## config.mk

```make
export PLATFORM = sky130hd
export DESIGN_NAME = lmsd_div
export DESIGN_NICKNAME = d
export VERILOG_FILES = /design/src/sv/lmsd_pkg.sv /design/src/sv/lmsd_div.sv
export SDC_FILE = /design/constraint.sdc
export NUM_CORES = 1
export LEC_CHECK = 0
export BUFFER_PORTS_ARGS = -buffer_cell sky130_fd_sc_hd__clkbuf_2
export CAP_MARGIN = 10
export CORE_MARGIN = 2
export CORE_UTILIZATION = 50
export DETAILED_ROUTE_END_ITERATION = 8
export GPL_ROUTABILITY_DRIVEN = 0
export PLACE_DENSITY = 0.74
export SKIP_CTS_REPAIR_TIMING = 1
export SYNTH_ARGS = -nofsm -noshare
export SYNTH_HDL_FRONTEND = slang
export SYNTH_SLANG_ARGS = --single-unit
```

## constraint.sdc

```tcl
create_clock -name clk -period 4.45 [get_ports clk]
set_input_delay 0.89 -clock clk [delete_from_list [all_inputs] [get_ports clk]]
set_output_delay 0.89 -clock clk [all_outputs]
set_load 0.01 [all_outputs]
```

## src/sv/lmsd_pkg.sv

```systemverilog
// Shared types and constants for the local maximum strobe detector.
`default_nettype none

package lmsd_pkg;

  localparam int Q_W = 32;
  localparam int CH_W = 8;
  localparam int POS_W = 10;
  localparam int SPOS_W = 11;
  localparam int CFG_IDX_W = 8;
  localparam int CFG_DATA_W = 16;

  localparam logic [CFG_IDX_W-1:0] REG_DECAY_SAMPLES = 8'd0;
  localparam logic [CFG_IDX_W-1:0] REG_TIMEOUT_SAMPLES = 8'd1;

  localparam logic [CFG_DATA_W-1:0] DECAY_RESET = 16'd960;
  localparam logic [CFG_DATA_W-1:0] TIMEOUT_RESET = 16'd144;

  // Q16.16 reset levels: 10000.0, 5000.0 and 1.0.
  localparam logic signed [Q_W-1:0] OLDER_RESET = 32'sh2710_0000;
  localparam logic signed [Q_W-1:0] MIDDLE_RESET = 32'sh1388_0000;
  localparam logic signed [Q_W-1:0] STEP_RESET = 32'sh0001_0000;

  typedef struct packed {
    logic signed [Q_W-1:0]    older;
    logic signed [Q_W-1:0]    middle;
    logic signed [Q_W-1:0]    newest;
    logic signed [Q_W-1:0]    thr;
    logic signed [Q_W-1:0]    step;
    logic signed [SPOS_W-1:0] last_at;
    logic                     seen;
  } chan_state_t;

  localparam chan_state_t CHAN_RESET = '{
    older:   OLDER_RESET,
    middle:  MIDDLE_RESET,
    newest:  '0,
    thr:     '0,
    step:    STEP_RESET,
    last_at: '0,
    seen:    1'b0
  };

endpackage

`default_nettype wire

```

## src/sv/lmsd_div.sv

```systemverilog
// Bit-serial restoring divider: 32-bit dividend by 16-bit divisor, one bit a cycle.
`default_nettype none

module lmsd_div import lmsd_pkg::*; (
  input  wire logic                  clk,
  input  wire logic                  rst,
  input  wire logic                  start,
  input  wire logic [Q_W-1:0]        dividend,
  input  wire logic [CFG_DATA_W-1:0] divisor,
  output logic                       done,
  output logic [Q_W-1:0]             quotient
);

  localparam int CNT_W = $clog2(Q_W);

  logic                  running;
  logic [CNT_W-1:0]      cnt;
  logic [CFG_DATA_W-1:0] rem;
  logic [CFG_DATA_W-1:0] dvs;
  logic [Q_W-1:0]        qr;
  logic [CFG_DATA_W:0]   shifted;
  logic [CFG_DATA_W:0]   diff;
  logic                  ge;

  // The dividend shifts out of qr at the top while quotient bits enter at the bottom.
  assign shifted = {rem, qr[Q_W-1]};
  assign ge = shifted >= {1'b0, dvs};
  assign diff = shifted - {1'b0, dvs};
  assign quotient = qr;

  always_ff @(posedge clk) begin
    if (rst) begin
      running <= 1'b0;
      done <= 1'b0;
      cnt <= '0;
    end else begin
      done <= 1'b0;
      if (start) begin
        running <= 1'b1;
        cnt <= '0;
      end else if (running) begin
        cnt <= cnt + 1'b1;
        if (cnt == CNT_W'(Q_W - 1)) begin
          running <= 1'b0;
          done <= 1'b1;
        end
      end
    end
  end

  always_ff @(posedge clk) begin
    if (start) begin
      qr <= dividend;
      rem <= '0;
      dvs <= divisor;
    end else if (running) begin
      qr <= {qr[Q_W-2:0], ge};
      rem <= ge ? diff[CFG_DATA_W-1:0] : shifted[CFG_DATA_W-1:0];
    end
  end

endmodule

`default_nettype wire

```

==> flow_summary.ini <==
[timing]
rsz0062_at_grt = no
drv_slew = 0
fin_tns_setup_ns = 0
finalClockSkew_ns = 0.0104
period_minus_slack_ns = 2.83
timing.final.crit_share = 0.635
relSlewSlack = 0.313
final-hold-violation-count = 0
worst_slew_pin_slew_ns = 1.03
setup_viol = 0
max_freq_mhz = 354

[flow_run]
cap_violations = 0

[grt]
grt_start_max_net_pins = 38
grt_pass1_wl_mm = 13.9
grtUsageTotal = 0.210
antenna_found_initial = 0
grt_pass1_vias = 2873
grt.overflow.total = 0

[synth]
yosys.area_share.simple = 0.109
syn_area_mm2 = 0.00383
yosys.cell_count.top_type = edfxtp_1
yosys.area_share.xor_xnor = 0.0275
yosys.area.top_type_share = 0.376
synth_ff_type = edfxtp_1
ys_types = 58
synthCells = 335
synth_area_leaders = edfxtp_1, dfxtp_1, mux2_2, ha_1, nor2_1
yosys_warnings = 0
synthMuxAreaShare = 0.105
synth_top_family_by_area = compound AO/OA/AOI/OAI gates
synth_top_cell_by_area = edfxtp_1
synth_seq_area_share = 0.497
synth-compound-area-share = 0.156
synthAdderAreaFrac = 0.0641
synth_edf_count = 48
ys_seq_elements = 71
avgSynthCellArea_um2 = 11.4
synth_common_cells = edfxtp_1, mux2_2, nor2_1
async_flop_share = 0
syn_nets = 405

[pwr]
ir_drop_mv = 0.173
power.density_mw_per_mm2 = 366
leakage_nw = 1.96
finalPower_mw = 1.66

[place]
dp_cells = 506
hpwlAfterDp_mm = 5.96
port_buffers = 83

[final_layout]
utilization = 0.619
antenna_cells = 0
nNetsFinal = 488
drive_gt1_frac = 0.348
final_cell_count_no_fill = 522
area_growth_syn_to_layout_pct = 18.6

[setup_path]
crit_slowest_cell = o41ai_4
cpPeakStageDelay_ns = 0.97
worstPathRequired_ns = 4.69
criticalPathCategory = register to register
critPathCaptureType = register
path_max_fanout = 16
crit_chain = inv_1 > ha_1 > and3_1 > nand4_2 > o41ai_4 > inv_2 > a211o_1 > o311a_1
start_kind = register
arrival_ns = 3.07

[clock_tree]
clock_latency_ns = 0.36
cts_tree = done
cts-root-buf = clkbuf_8
clockBufferDepth = 2
cts_max_level = 3
cts_buffers = 9
clock-sinks = 71
path_clk_slew_ns = 0.08

[floorplanning]
ios = 84
die_y_um = 91.5
rows = 31
dieWidth_um = 91.5
initial_core_util = 0.522
dieArea_mm2 = 0.00837
core_mm2 = 0.00733

[run_status]
outcome = finished clean

[worst_hold_path]
hp-class = register to register

[route]
drt_wl_total_mm = 8.43
drt-wirelength-per-cell_um = 16.2
vias = 2890
vias_per_cell = 5.54
route.detailed.drc = 0
drtAntennaViolNets = 0
drtIter0Drc = 150
first_pass_iters = 4
==> final timing paths <==
check | to | slack, ns | from | cells past startpoint
max | rem[4]$_SDFFE_PP0P_ | 1.62 | dvs[6]$_DFFE_PP_ | 8
min | rem[14]$_SDFFE_PP0P_ | 0.50 | rem[14]$_SDFFE_PP0P_ | 2
max reg2reg | rem[4]$_SDFFE_PP0P_ | 1.62 | dvs[6]$_DFFE_PP_ | 8
min reg2reg | rem[14]$_SDFFE_PP0P_ | 0.50 | rem[14]$_SDFFE_PP0P_ | 2
==> metrics by stage <==
step	setup WS (ns)	instance area (µm²)	hold WS (ns)
finish	1.62	4540	0.504
global route	1.43	4540	0.552
CTS	1.65	4540	0.503
detailed placement	1.67	4320	0.494
global placement	1.77	4320	0.486
floorplan	2.23	3830	0.461
==> layer usage <==
metal / GRT usage / wire [µm]
met1: 0.272 / 3890
met2: 0.325 / 3890
met3: 0.0631 / 469
met4: 0.0922 / 183
met5: 0 / 0
==> state kept, by name, indices dropped and copies added (netlist names) <==
| name | count |
|---|---|
| dvs | 16 |
| cnt | 5 |
| quotient | 32 |
| done | 1 |
| rem | 16 |
| running | 1 |
==> cell type report <==
type / count / area [µm²]
clock buffers: 9 / 124
clock inverters: 7 / 97.6
fillers: 596 / 2790
inverters: 23 / 86.3
multi-input cells: 227 / 1770
flip-flops and latches: 71 / 1900
well taps: 99 / 124
repair buffers: 86 / 438
==> worst max-delay path: cells and delay by family, from the launching register on <==
kind	cells	cell delay, ns
and+or+nand+nor	2	0.36
AOI/OAI and AO/OA	3	1.42
buffers and inverters	2	0.22
DFF	1	0.34
adders and majority gates	1	0.37
==> logic make-up (layout without fill, tap and decap cells) <==
family | after synthesis | after routing
muxes | 36 | 36
xor gates and xnor gates | 12 | 12
adders and majority gates | 19 | 19
AOI/OAI and AO/OA | 76 | 76
and+or+nand+nor | 84 | 84
buffers and inverters | 37 | 125
DFF | 71 | 71
==> cells in the final DEF, fill, tap and decap left out, drive strengths merged, types with 3 or more instances in the layout <==
cell type and n:
o211ai 8, nand2b 5, edfxtp 48, nand4 3
mux2 34, o21bai 4, and3 3, nor2b 4
nor2 25, a21o 6, o21ai 9, nor4 7
a21oi 12, xor2 8, inv 23, dfxtp 23
o311a 5, a311oi 3, o22ai 3, ha 18
nor3 12, o221ai 4, a211oi 4, buf 3
clkinv 4, xnor2 4, clkbuf 92, nand2 18
==> power breakdown <==
part           internal (mW)  switching [mW]  total [mW]
Combinational          0.131           0.162       0.292
Sequential             0.765          0.0278       0.793
Clock                  0.316           0.259       0.575
(Power assumes the default switching activity.)
